`config.mk`:
```
export PLATFORM = sky130hd
export DESIGN_NAME = vision_frame_deframer
export DESIGN_NICKNAME = d
export VERILOG_FILES = /design/src/rtl/vfd_pkg.sv /design/src/rtl/vision_frame_deframer.sv /design/src/rtl/vfd_in_reg.sv /design/src/rtl/vfd_parser.sv /design/src/rtl/vfd_out_reg.sv
export SDC_FILE = /design/constraint.sdc
export NUM_CORES = 1
export LEC_CHECK = 0
export BUFFER_PORTS_ARGS = -buffer_cell sky130_fd_sc_hd__buf_2
export CORE_MARGIN = 1
export CORE_UTILIZATION = 54
export DETAILED_ROUTE_END_ITERATION = 8
export PLACE_DENSITY = 0.77
export SLEW_MARGIN = 10
export SYNTH_ARGS = -nofsm -noshare
export SYNTH_HDL_FRONTEND = slang
export SYNTH_SLANG_ARGS = --single-unit
```
`constraint.sdc`:
```
create_clock -name clk_i -period 5.32 [get_ports clk_i]
set_input_delay 0.266 -clock clk_i [delete_from_list [all_inputs] [get_ports clk_i]]
set_output_delay 0.266 -clock clk_i [all_outputs]
set_load 0.03 [all_outputs]
```
`src/rtl/vfd_pkg.sv`:
```
// ----------------------------------------------------------------------------
// vfd_pkg
// Shared types and constants for the vision frame deframer.
// ----------------------------------------------------------------------------
`default_nettype none

package vfd_pkg;

  // Byte and bus widths
  localparam int unsigned ByteW    = 8;
  localparam int unsigned InDataW  = 8;
  localparam int unsigned OutDataW = 64;
  localparam int unsigned WordW    = 16;

  // Frame delimiters
  localparam logic [ByteW-1:0] HeaderByte = 8'h5A;
  localparam logic [ByteW-1:0] TailByte   = 8'hA5;

  // Only frame bytes 1 to 8 feed the decoded result
  localparam int unsigned StoreFirst = 1;
  localparam int unsigned StoreDepth = 8;
  localparam int unsigned StoreIdxW  = 3;

  // Bit positions inside frame byte 1
  localparam int unsigned PresentBit = 7;
  localparam int unsigned KindBit    = 6;

  // One decoded frame
  typedef struct packed {
    logic [WordW-1:0] pixel_velocity;
    logic [WordW-1:0] target_y;
    logic [WordW-1:0] target_x;
    logic [ByteW-1:0] target_distance;
    logic             target_kind;
    logic             target_present;
  } result_t;

  // Parser handshake toward the output register
  typedef struct packed {
    logic step;   // a byte is consumed this cycle
    logic done;   // that byte completes a frame
  } parse_ctrl_t;

endpackage

`default_nettype wire

```
`src/rtl/vision_frame_deframer.sv`:
```
// ----------------------------------------------------------------------------
// vision_frame_deframer
// Parses received serial bytes into fixed-length frames (0x5A header,
// 0xA5 tail) and emits one decoded target record per complete frame.
// ----------------------------------------------------------------------------
//
//  Channel   Dir  Transaction           Payload
//  s_axis    in   one received byte     tdata[7:0] rx_byte
//  m_axis    out  one decoded frame     tdata[57:0] target fields, [63:58] zero
//
//  One byte per cycle sustained while the result register is free; the
//  tail byte passes the input register, then the result register, before
//  m_axis_tvalid rises. Parse state updates from the registered byte.
//  Reset clears frame state and both valid flags; no clearing pass.
//  A stalled result register holds the input register, which then drops
//  tready; one byte of slack parts the two sides.
// ----------------------------------------------------------------------------
`default_nettype none

module vision_frame_deframer #(
  parameter int unsigned FRAME_LENGTH = 10
) (
  input  wire logic                         clk_i,
  input  wire logic                         rst_ni,
  input  wire logic                         s_axis_tvalid,
  output      logic                         s_axis_tready,
  input  wire logic [vfd_pkg::InDataW-1:0]  s_axis_tdata,   // [7:0] rx_byte
  output      logic                         m_axis_tvalid,
  input  wire logic                         m_axis_tready,
  // [0] target_present, [1] target_kind, [9:2] target_distance,
  // [25:10] target_x, [41:26] target_y, [57:42] pixel_velocity, [63:58] zero
  output      logic [vfd_pkg::OutDataW-1:0] m_axis_tdata
);
  import vfd_pkg::*;

  logic             byte_valid;
  logic [ByteW-1:0] byte_val;
  logic             out_free;
  logic             step;
  parse_ctrl_t      ctrl;
  result_t          result;

  // Consume the held byte whenever the result register can take a result
  assign step = byte_valid && out_free;

  vfd_in_reg u_in_reg (
    .clk_i      (clk_i),
    .rst_ni     (rst_ni),
    .in_valid_i (s_axis_tvalid),
    .in_ready_o (s_axis_tready),
    .in_byte_i  (s_axis_tdata[ByteW-1:0]),
    .consume_i  (step),
    .valid_o    (byte_valid),
    .byte_o     (byte_val)
  );

  vfd_parser #(
    .FRAME_LENGTH (FRAME_LENGTH)
  ) u_parser (
    .clk_i    (clk_i),
    .rst_ni   (rst_ni),
    .step_i   (step),
    .byte_i   (byte_val),
    .ctrl_o   (ctrl),
    .result_o (result)
  );

  vfd_out_reg u_out_reg (
    .clk_i       (clk_i),
    .rst_ni      (rst_ni),
    .ctrl_i      (ctrl),
    .result_i    (result),
    .free_o      (out_free),
    .out_valid_o (m_axis_tvalid),
    .out_ready_i (m_axis_tready),
    .out_data_o  (m_axis_tdata)
  );

endmodule

`default_nettype wire

```
`src/rtl/vfd_in_reg.sv`:
```
// ----------------------------------------------------------------------------
// vfd_in_reg
// Input register: holds one received byte until the parser consumes it.
// ----------------------------------------------------------------------------
`default_nettype none

module vfd_in_reg (
  input  wire logic                       clk_i,
  input  wire logic                       rst_ni,
  input  wire logic                       in_valid_i,
  output      logic                       in_ready_o,
  input  wire logic [vfd_pkg::ByteW-1:0]  in_byte_i,
  input  wire logic                       consume_i,
  output      logic                       valid_o,
  output      logic [vfd_pkg::ByteW-1:0]  byte_o
);
  import vfd_pkg::*;

  logic             valid_q, valid_d;
  logic [ByteW-1:0] byte_q;
  logic             load;

  // Room when empty or when the held byte leaves this cycle
  assign in_ready_o = !valid_q || consume_i;
  assign load       = in_valid_i && in_ready_o;

  always_comb begin
    valid_d = valid_q;
    if (load) begin
      valid_d = 1'b1;
    end else if (consume_i) begin
      valid_d = 1'b0;
    end
  end

  always_ff @(posedge clk_i or negedge rst_ni) begin
    if (!rst_ni) begin
      valid_q <= 1'b0;
    end else begin
      valid_q <= valid_d;
    end
  end

  // Payload, no reset
  always_ff @(posedge clk_i) begin
    if (load) begin
      byte_q <= in_byte_i;
    end
  end

  assign valid_o = valid_q;
  assign byte_o  = byte_q;

endmodule

`default_nettype wire

```
`src/rtl/vfd_parser.sv`:
```
// ----------------------------------------------------------------------------
// vfd_parser
// Frame state, byte store, field decode; one byte per cycle on step_i.
// ----------------------------------------------------------------------------
`default_nettype none

module vfd_parser #(
  parameter int unsigned FRAME_LENGTH = 10
) (
  input  wire logic                      clk_i,
  input  wire logic                      rst_ni,
  input  wire logic                      step_i,
  input  wire logic [vfd_pkg::ByteW-1:0] byte_i,
  output      vfd_pkg::parse_ctrl_t      ctrl_o,
  output      vfd_pkg::result_t          result_o
);
  import vfd_pkg::*;

  localparam int unsigned PosW = $clog2(FRAME_LENGTH + 1);
  localparam logic [PosW-1:0] PosFull = PosW'(FRAME_LENGTH);
  localparam logic [PosW-1:0] PosLast = PosW'(FRAME_LENGTH - 1);
  localparam logic [PosW-1:0] PosLo   = PosW'(StoreFirst);
  localparam logic [PosW-1:0] PosHi   = PosW'(StoreFirst + StoreDepth - 1);

  logic            in_frame_q, in_frame_d;
  logic [PosW-1:0] pos_q, pos_d;
  logic [ByteW-1:0] store_q [StoreDepth];
  logic            done;
  logic            wr_en;
  logic [PosW-1:0] pos_off;
  logic [StoreIdxW-1:0] wr_idx;

  // Next state for the consumed byte
  always_comb begin
    in_frame_d = in_frame_q;
    pos_d      = pos_q;
    done       = 1'b0;
    wr_en      = 1'b0;
    if (step_i) begin
      if (!in_frame_q) begin
        // Header opens a frame; it sits at position 0 and is not kept
        if (byte_i == HeaderByte) begin
          in_frame_d = 1'b1;
          pos_d      = PosW'(1);
        end
      end else if (pos_q == PosFull) begin
        // Full frame without tail: this byte aborts it
        in_frame_d = 1'b0;
        pos_d      = '0;
      end else begin
        wr_en = 1'b1;
        if (byte_i == TailByte) begin
          done       = (pos_q == PosLast);
          in_frame_d = 1'b0;
          pos_d      = '0;
        end else begin
          pos_d = pos_q + PosW'(1);
        end
      end
    end
  end

  assign pos_off = pos_q - PosLo;
  assign wr_idx  = pos_off[StoreIdxW-1:0];

  always_ff @(posedge clk_i or negedge rst_ni) begin
    if (!rst_ni) begin
      in_frame_q <= 1'b0;
      pos_q      <= '0;
    end else begin
      in_frame_q <= in_frame_d;
      pos_q      <= pos_d;
    end
  end

  // Byte store for frame bytes 1 to 8
  always_ff @(posedge clk_i) begin
    if (wr_en && (pos_q >= PosLo) && (pos_q <= PosHi)) begin
      store_q[wr_idx] <= byte_i;
    end
  end

  // Decode from stored bytes
  always_comb begin
    result_o.target_present  = store_q[0][PresentBit];
    result_o.target_kind     = store_q[0][KindBit];
    result_o.target_distance = store_q[1];
    result_o.target_x        = {store_q[2], store_q[3]};
    result_o.target_y        = {store_q[4], store_q[5]};
    result_o.pixel_velocity  = {store_q[6], store_q[7]};
  end

  assign ctrl_o.step = step_i;
  assign ctrl_o.done = done;

  // Checks
  a_pos_range : assert property (@(posedge clk_i) disable iff (!rst_ni)
    pos_q <= PosFull) else $error("byte position beyond frame length");

  a_idle_pos : assert property (@(posedge clk_i) disable iff (!rst_ni)
    !in_frame_q |-> pos_q == '0) else $error("position nonzero while idle");

  a_done_closes : assert property (@(posedge clk_i) disable iff (!rst_ni)
    done |=> !in_frame_q && pos_q == '0)
    else $error("frame still open after completion");

  a_done_pos : assert property (@(posedge clk_i) disable iff (!rst_ni)
    done |-> in_frame_q && pos_q == PosLast)
    else $error("completion at wrong position");

endmodule

`default_nettype wire

```
`src/rtl/vfd_out_reg.sv`:
```
// ----------------------------------------------------------------------------
// vfd_out_reg
// Result register: holds one decoded frame until the sink takes it.
// ----------------------------------------------------------------------------
`default_nettype none

module vfd_out_reg (
  input  wire logic                         clk_i,
  input  wire logic                         rst_ni,
  input  wire vfd_pkg::parse_ctrl_t         ctrl_i,
  input  wire vfd_pkg::result_t             result_i,
  output      logic                         free_o,
  output      logic                         out_valid_o,
  input  wire logic                         out_ready_i,
  output      logic [vfd_pkg::OutDataW-1:0] out_data_o
);
  import vfd_pkg::*;

  logic    valid_q, valid_d;
  result_t data_q;
  logic    load;

  // Free when empty or when the held result is taken this cycle
  assign free_o = !valid_q || out_ready_i;
  assign load   = ctrl_i.step && ctrl_i.done;

  always_comb begin
    valid_d = valid_q;
    if (load) begin
      valid_d = 1'b1;
    end else if (out_ready_i) begin
      valid_d = 1'b0;
    end
  end

  always_ff @(posedge clk_i or negedge rst_ni) begin
    if (!rst_ni) begin
      valid_q <= 1'b0;
    end else begin
      valid_q <= valid_d;
    end
  end

  always_ff @(posedge clk_i) begin
    if (load) begin
      data_q <= result_i;
    end
  end

  assign out_valid_o = valid_q;
  assign out_data_o  = {(OutDataW - $bits(result_t))'(0), data_q};

  // Checks
  a_load_free : assert property (@(posedge clk_i) disable iff (!rst_ni)
    load |-> free_o) else $error("result loaded over a pending result");

  a_load_valid : assert property (@(posedge clk_i) disable iff (!rst_ni)
    load |=> valid_q) else $error("loaded result not presented");

  a_hold : assert property (@(posedge clk_i) disable iff (!rst_ni)
    valid_q && !out_ready_i |=> valid_q && $stable(data_q))
    else $error("pending result lost");

endmodule

`default_nettype wire
```
; Word level (Yosys, flattened, before mapping)
; Memory sizes are Yosys's and may differ from the RTL's. A register that Yosys moved wholly into a read port is not among the register bits.
; Index checks and enable logic that the tools add are counted.
[word_totals]
out_inout_bits = 66
input_bits = 12
memories = 1
romBits = 0
regBits = 15
latch_bits = 0
ram_bits = 64
[memory_table]
columns = name, words, word_bits, rd, rd_ports_with_merged_regs, wr, line
row1 = u_parser.store_q, 8, 8, 8, 8, 1, vfd_parser.sv:27  ; logic [ByteW-1:0] store_q [StoreDepth];
[op_classes]
muxes = 21
addsub = 2
n_eq_ne = 4
bitwise_logic = 0
multipliers = 0
order_cmp = 2
div_mod_pow = 0
reduce_logical = 13
shift = 0
[ops]
columns = operator, n
row1 = 1-bit two-way mux, 17
row2 = 4-bit two-way mux, 4
row3 = 4-bit equality test (second input constant), 2
row4 = 8-bit by 7-bit equality test with 1-bit output (second input constant), 1
row5 = 8-bit equality test (second input constant), 1
row6 = 2-bit nonzero test, 3
row7 = 1-bit logical AND, 5
row8 = 4-bit by 1-bit adder with 4-bit output (second input constant), 1
row9 = 4-bit by 1-bit greater-or-equal comparator with 1-bit output (second input constant), 1
row10 = 4-bit <= comparator (second input constant), 1
row11 = 3-bit by 1-bit subtractor with 3-bit output (second input constant), 1
row12 = 1-bit logical NOT, 2
row13 = 1-bit logical OR, 2
row14 = 2-bit AND reduction, 1

; Depth between registers and ports, before layout
; Gate-level depths: netlist of run 1.
[logic_depth]
depth_word = 8
mapped_depth = 6
depth_no_buf = 6

; Modules after synthesis
; Synthesis of run 1 repeated with hierarchy kept, for this count alone.
[hier_totals]
hier_cells = 201
hier_area_um2 = 4406.7
[modules_own_cells]
columns = module, n_inst, cells_each, seq_area_each_um2, area_each_um2
row1 = vfd_parser, 1, 118, 1866.8, 2263.4
row2 = vfd_out_reg, 1, 70, 1766.7, 1843.0
row3 = vfd_in_reg, 1, 12, 265.3, 294.0
row4 = vision_frame_deframer, 1, 1, 0.0, 6.3

; Worst setup path before layout of run 1
; Ideal clock, no wire load.
[synth_path]
path_kind = flip-flop to flip-flop
start = reg u_parser.pos_q[0]
end = reg m_axis_tdata[0] (netlist name)
t_arrival_ns = 3.317
stages_incl_launch_ff = 6
setup_time_ns = 0.464
slack_ns = 1.539
required_ns = 4.856
synth_period_minus_slack_ns = 3.781
path_cell_list = dfrtp_1 -> inv_1 -> ha_1 -> nor3b_2 -> nand2_1 -> nor3_2
[synth_between]
elab_chain_len = 6
word_cells_on_any_way = 7
cone_classes = eq/ne: 2 / mux: 4 / reduce/logical: 1
[synth_lines]
columns = element, line
row1 = "start, declared", vfd_parser.sv:26  ; logic [PosW-1:0] pos_q, pos_d;
row2 = "start signal, assigned", vfd_parser.sv:72  ; pos_q <= pos_d;
row3 = 4-bit equality test, vfd_parser.sv:53  ; done = (pos_q == PosLast);
row4 = 1-bit two-way mux, vfd_parser.sv:52  ; if (byte_i == TailByte) begin
row5 = 1-bit two-way mux *, vfd_parser.sv:46  ; end else if (pos_q == PosFull) begin
row6 = 1-bit two-way mux *, vfd_parser.sv:40  ; if (!in_frame_q) begin
row7 = 1-bit two-way mux *, vfd_parser.sv:39  ; if (step_i) begin
row8 = 1-bit logical AND *, vfd_out_reg.sv:25  ; assign load = ctrl_i.step && ctrl_i.done;
row9 = net u_out_reg.load, vfd_out_reg.sv:21  ; logic load;
; The timed path passes the listed nets; every way through them passes the cells marked *.
; A chain may end at the register's enable or synchronous reset.

; Worst setup path after layout of run 1
[layout_path]
start = reg u_parser.pos_q[0]
end = reg m_axis_tdata[45] (netlist name)
[layout_between]
elab_chain_len = 6
word_cells_on_any_way = 7
cone_classes = eq/ne: 2 / mux: 4 / reduce/logical: 1
[layout_lines]
columns = element, line
row1 = 4-bit equality test, vfd_parser.sv:53
row2 = 1-bit two-way mux, vfd_parser.sv:52
row3 = 1-bit two-way mux *, vfd_parser.sv:46
row4 = 1-bit two-way mux *, vfd_parser.sv:40
row5 = 1-bit two-way mux *, vfd_parser.sv:39
row6 = 1-bit logical AND *, vfd_out_reg.sv:25
row7 = net u_out_reg.load, vfd_out_reg.sv:21
; Marked as above.

==> results_dict.tcl, run 1 <==
set metrics [dict create \
    cts_tree "built" \
    hold_depth 4 \
    synth_ff_type "edfxtp_1" \
    drtAntennaViolNets 0 \
    grt_pass1_wl_um 11400 \
    fillers 488 \
    max_stage_delay_ps 830 \
    cp_num_buf_inv 2 \
    drt_first_pass_iters 4 \
    path_delay_family "simple AND/OR/NAND/NOR gates" \
    route.detailed.drc 0 \
    numPortBuffers 71 \
    numClockSinks 131 \
    worst_pin_slew_ps 1120 \
    slew_headroom_pct 25.0 \
    synth_xor_area_share_pct 0.399 \
    skew_ps 8.93 \
    multi_input_area_sq_um 448 \
    grt_max_degree 37 \
    numCtsBuffers 17 \
    seq_area_frac_synth_pct 88.9 \
    wirelength_um 7360 \
    core_sq_um 7810 \
    yosys_warnings 0 \
    setup-violations-final 0 \
    syn_avg_cell_area_sq_um 21.9 \
    cts_resized 0 \
    h-tree-depth 4 \
    drive_gt1_share_pct 35.7 \
    synth_simple_gate_area_share_pct 5.76 \
    synth-edff-count 124 \
    min_period_ps 2980 \
    dp_hpwl_um 4300 \
    cp-start-kind "flip-flop" \
    yosys_register_bits 131 \
    path_class "reg -> reg" \
    fp.dieH_um 92.1 \
    min-delay-start "m_axis_tready" \
    synth_top_family_by_area "simple AND/OR/NAND/NOR gates" \
    placed_cell_area_sq_um 4850 \
    status "finished clean" \
    wl_per_cell_um 17.8 \
    area_growth_pct 25.4 \
    netlist_instances 200 \
    fin_util_pct 70.5 \
    synth.cell_area_sq_um 4390 \
    report.final.slew_viol_count 0 \
    cp_cell_sequence "inv_1 -> ha_1 -> nor3b_2 -> nand2_1 -> nor3_4 -> buf_4" \
    grt_pass1_vias 2157 \
    hold_violations 0 \
    track_usage_pct 19.7 \
    rsz0062_at_grt "false" \
    drt_first_iter_violations 153 \
    worstReg2RegStart "u_parser.pos_q[0]$_DFFE_PN0P_" \
    synth_cell_types 35 \
    fin_crit_sh_pct 55.9 \
    clock_latency_ps 530 \
    die_w_um 92.1 \
    cellPowerDensity_nw_per_um2 447 \
    cp_slowest_cell "nor3_4" \
    ff2ff_setup_slack_ps 2340 \
    final_nets 315 \
    peakVddDrop_mv 0.336 \
    worstPathRequired_ps 5490 \
    grt.overflow.total 0 \
    path_clk_slew_ps 60 \
    hp-class "in -> reg" \
    synth_mux_area_share_pct 0.228 \
    cts_root_buf "clkbuf_8" \
    tns_ps 0 \
    rows 32 \
    arrival_ps 3150 \
    vias 2131 \
    cp-end-kind "flip-flop" \
    r2r_cells 6 \
    maxCapViolations 0 \
    die_area_sq_um 8490 \
    hold_end "u_in_reg.valid_o$_DFFE_PN0P_" \
    fmax_mhz 336 \
    ios 78 \
    final_area_sq_um 5500 \
    synthAdderAreaFrac_pct 1.43 \
    finalWeightedCongestion 0.818 \
    diodes 0 \
    vias_per_cell 5.16 \
    async_reset_ff_share_pct 5.34 \
    leakagePower_nw 1.99 \
    seqCellArea_sq_um 3900 \
    start_util_pct 56.2 \
    grt_antenna_before_repair 0 \
    path_max_fanout 36 \
    ctsLongestPathBuffers 2 \
    synth_compound_area_share_pct 1.74 \
    r2r-end "m_axis_tdata[45]$_DFFE_PP_" \
]
-- routing by layer --
| metal | global-route usage [%] | share of wire (%) | routed length [um] | vias to the layer above |
|---|---|---|---|---|
| li1 | - | - | - | 975 |
| met1 | 22.5 | 41 | 3000 | 1041 |
| met2 | 32.2 | 51 | 3750 | 97 |
| met3 | 8.29 | 5.7 | 420 | 18 |
| met4 | 9.64 | 2.6 | 193 | 0 |
| met5 | 0 | 0 | 0 | - |
-- Yosys cell counts, types with 2 or more instances --
| cell | instances | area [sq um] |
|---|---|---|
| buf_4 | 6 | 45.0 |
| nor2_1 | 5 | 18.8 |
| nand4_1 | 2 | 12.5 |
| inv_1 | 3 | 11.3 |
| dfrtp_1 | 7 | 175 |
| nor3_1 | 4 | 20.0 |
| nand2_1 | 6 | 22.5 |
| ha_1 | 5 | 62.6 |
| and4bb_1 | 2 | 25.0 |
| nor4bb_1 | 2 | 20.0 |
| a21oi_1 | 3 | 15.0 |
| edfxtp_1 | 124 | 3720 |
| nand2b_1 | 3 | 18.8 |
| nand3_2 | 2 | 20.0 |
| buf_2 | 2 | 10.0 |
| nand3_1 | 5 | 25.0 |
-- how the worst max path moves through the flow --
stage / startpoint / end / slack, ps / depth (start not counted)
floorplan: u_parser.pos_q[0]$_DFFE_PN0P_ / m_axis_tdata[0]$_DFFE_PP_ / 1540 / 5
global placement: u_parser.pos_q[0]$_DFFE_PN0P_ / m_axis_tdata[46]$_DFFE_PP_ / 2480 / 6
detailed placement: u_parser.pos_q[0]$_DFFE_PN0P_ / m_axis_tdata[54]$_DFFE_PP_ / 2390 / 6
CTS: u_parser.pos_q[0]$_DFFE_PN0P_ / m_axis_tdata[45]$_DFFE_PP_ / 2360 / 6
global route: u_parser.pos_q[0]$_DFFE_PN0P_ / m_axis_tdata[42]$_DFFE_PP_ / 2170 / 6
finish: u_parser.pos_q[0]$_DFFE_PN0P_ / m_axis_tdata[45]$_DFFE_PP_ / 2340 / 6
-- layout make-up --
type,instances,share of cell area [%]
inverter,3,0.205
timing repair buffer,82,8.41
multi-input combinational,63,8.14
clock buffer,17,7.53
clock inverter,15,2.55
sequential,131,70.9
tap,102,2.32
-- state kept, by name, indices dropped and copies added (netlist names) --
signal                 count
u_out_reg.out_valid_o      1
u_parser.pos_q             4
u_parser.store_q          58
u_in_reg.byte_o            8
u_in_reg.valid_o           1
m_axis_tdata              58
u_parser.in_frame_q        1
-- stage by stage --
step,cells,hold slack (ps),power [mW],setup slack [ps]
2_1_floorplan,205,-29.6,1.35,1540
3_3_place_gp,371,103,1.38,2480
3_5_place_dp,371,109,1.39,2390
4_1_cts,413,38.4,2.47,2360
5_1_grt,413,91.6,2.54,2170
6_report,413,84.9,2.46,2340
-- report_power, final --
part / internal, mW / leakage, nW / switching, mW / total, mW
clock: 0.595 / 0.266 / 0.480 / 1.07
combinational: 0.0692 / 0.519 / 0.108 / 0.177
sequential: 1.15 / 1.21 / 0.0515 / 1.21
-- placed cells by master, fill, tap and decap left out, types with 2 or more instances in the layout --
cell           synthesis  routed
nand2b_1               3       3
ha_1                   5       5
inv_6                  0       4
nand4_1                2       2
clkinv_4               0       3
nor3_1                 4       4
clkinvlp_4             0       3
dlygate4sd3_1          0      10
edfxtp_1             124     124
and4bb_1               2       2
clkbuf_16              0      16
conb_1                 1       6
nand3_1                5       5
nand3_2                2       2
nand2_1                6       6
dfrtp_1                7       7
a21oi_1                3       3
buf_2                  2      71
nor4bb_1               2       2
nor2_1                 5       5
inv_8                  0       5
inv_1                  3       3
-- repair_timing --
item,CTS,global route
setup buffers,0,0
hold endpoints to repair,16,0
hold buffers,10,0
-- cell families (layout without fill, tap and decap cells) --
group           count (synthesis)  after routing
simple gates                   40             40
buf+inv                        11            117
other cells                     1              6
fa+ha+maj                       5              5
compound gates                  9              9
flops                         131            131
mux                             1              1
xor+xnor                        2              2
-- worst min-delay path: cells and delay by family --
family	cells	cell delay (ps)
buffers and inverters	1	90
AND/OR/NAND/NOR	3	220
Power figures use the tool's default switching activity.
==> run 2: changes to the inputs <==
Settings changed: CORE_UTILIZATION 54 to 49, PLACE_DENSITY 0.77 to 0.74.
Clock period 5.32 ns to 2.55 ns, I/O delays scaled along.
==> results_dict.tcl, run 2 (synthesis gave the netlist of run 1 again) <==
set metrics [dict create \
    drt_first_iter_violations 131 \
    status "finished clean" \
    cp-end-kind "flip-flop" \
    internal-power_mw 3.99 \
    hp-class "in -> reg" \
    fp.dieH_um 96.6 \
    wl_per_cell_um 16.5 \
    rows 34 \
    grt_pass1_wl_um 11300 \
    h-tree-depth 4 \
    path_clk_slew_ps 60 \
    area_growth_pct 29.9 \
    track_usage_pct 16.6 \
    core_sq_um 8680 \
    min-delay-start "s_axis_tdata[0]" \
    dp_slack_ps 541 \
    arrival_ps 2230 \
    drive_gt1_share_pct 38.4 \
    vias_per_cell 4.90 \
    setup-violations-final 0 \
    report.final.slew_viol_count 0 \
    peakVddDrop_mv 0.480 \
    dp_hpwl_um 4490 \
    fillers 577 \
    grt_pass1_vias 2108 \
    leakagePower_nw 2.09 \
    startpoint "u_parser.pos_q[0]$_DFFE_PN0P_" \
    worst_hold_slack_ps 326 \
    wirelength_um 7210 \
    numPortBuffers 71 \
    route.detailed.drc 0 \
    finalWeightedCongestion 0.840 \
    path_max_fanout 8 \
    p_sw_share_pct 24.2 \
    skew_ps 8.37 \
    grt.overflow.total 0 \
    fmax_mhz 495 \
    die_area_sq_um 9340 \
    cts_resized 0 \
    cts_root_buf "clkbuf_8" \
    die_w_um 96.6 \
    cp-start-kind "flip-flop" \
    final_cell_mix "edfxtp_1, buf_2, clkbuf_16" \
    cts_tree "built" \
    p_comb_share_pct 7.8 \
    cellPowerDensity_nw_per_um2 924 \
    drtAntennaViolNets 0 \
    fin_crit_sh_pct 79.3 \
    tns_ps 0 \
    p_sw_mw 1.28 \
    min_period_ps 2020 \
    seq_power_share_pct 47.3 \
    rsz0062_at_grt "false" \
    power_frac_clock_pct 44.9 \
    grt_antenna_before_repair 0 \
    cts_setup_buffers 0 \
    ctsLongestPathBuffers 2 \
    final_common_cell "edfxtp_1" \
    vias 2135 \
    start_util_pct 50.6 \
    maxCapViolations 0 \
    diodes 0 \
    drt_first_pass_iters 5 \
    path_class "reg -> reg" \
    final_nets 332 \
    grt_max_degree 59 \
    worstPathRequired_ps 2760 \
    hold_violations 0 \
    clock_latency_ps 510 \
    numClockSinks 131 \
    ios 78 \
    numCtsBuffers 17 \
    worstReg2RegStart "u_parser.pos_q[0]$_DFFE_PN0P_" \
    finalWorstSetupSlack_ps 529 \
]
-- run 2: final timing paths --
check,endpoint,depth (start not counted),slack (ps)
setup / recovery,u_parser.store_q[2][6]$_DFFE_PP_,7,530
hold / removal,u_in_reg.byte_o[0]$_DFFE_PP_,2,330
setup reg to reg,u_parser.store_q[2][6]$_DFFE_PP_,7,530
hold reg to reg,m_axis_tdata[39]$_DFFE_PP_,0,420
max in group asynchronous,u_parser.in_frame_q$_DFFE_PN0P_,3,1770
min in group asynchronous,u_parser.pos_q[2]$_DFFE_PN0P_,3,560
-- run 2: area by class of cell --
cell class	instances	area, sq um	area share, %
inverter	3	11.3	0.197
multi-input combinational	63	460	8.08
clock inverter	15	171	3.01
clock buffer	17	414	7.26
tap	108	135	2.37
sequential	131	3900	68.4
timing repair buffer	99	611	10.7
-- run 2: critical path: stages, from the launching register on --
cell and delay [ps]:
dfrtp_1 460, inv_2 130, ha_1 260, nor3b_1 160
o2bb2ai_2 200, nand3_2 130, nor3_1 200, buf_4 210
-- run 2: metrics by stage --
stage	util, %	area [sq um]	cells	total power [mW]
2_1_floorplan	-	4430	205	2.83
6_report	65.7	5700	436	5.27
4_1_cts	65.7	5700	436	5.29
3_3_place_gp	57.5	4990	391	2.91
5_1_grt	65.7	5700	436	5.43
3_5_place_dp	57.5	4990	391	2.93
-- run 2: per-layer routing --
layer | vias to the layer above | global-route usage, % | wire, um
met5 | - | 0 | 0
met1 | 1023 | 20.4 | 3120
li1 | 1009 | - | -
met3 | 13 | 5.92 | 421
met4 | 0 | 7.35 | 130
met2 | 90 | 26.5 | 3530
-- run 2: repair_timing --
action                     in CTS  in global routing
hold buffers                   13                  0
setup endpoints to repair       0                  0
hold endpoints to repair       17                  0
-- run 2: power groups by stage --
| stage | registers [mW] | logic, mW | clock network [mW] |
|---|---|---|---|
| 6_report | 2.49 | 0.410 | 2.37 |
| 5_1_grt | 2.50 | 0.456 | 2.48 |
| 4_1_cts | 2.49 | 0.412 | 2.39 |
| 3_5_place_dp | 2.53 | 0.393 | 0 |
| 3_3_place_gp | 2.53 | 0.384 | 0 |
| 2_1_floorplan | 2.50 | 0.328 | 0 |
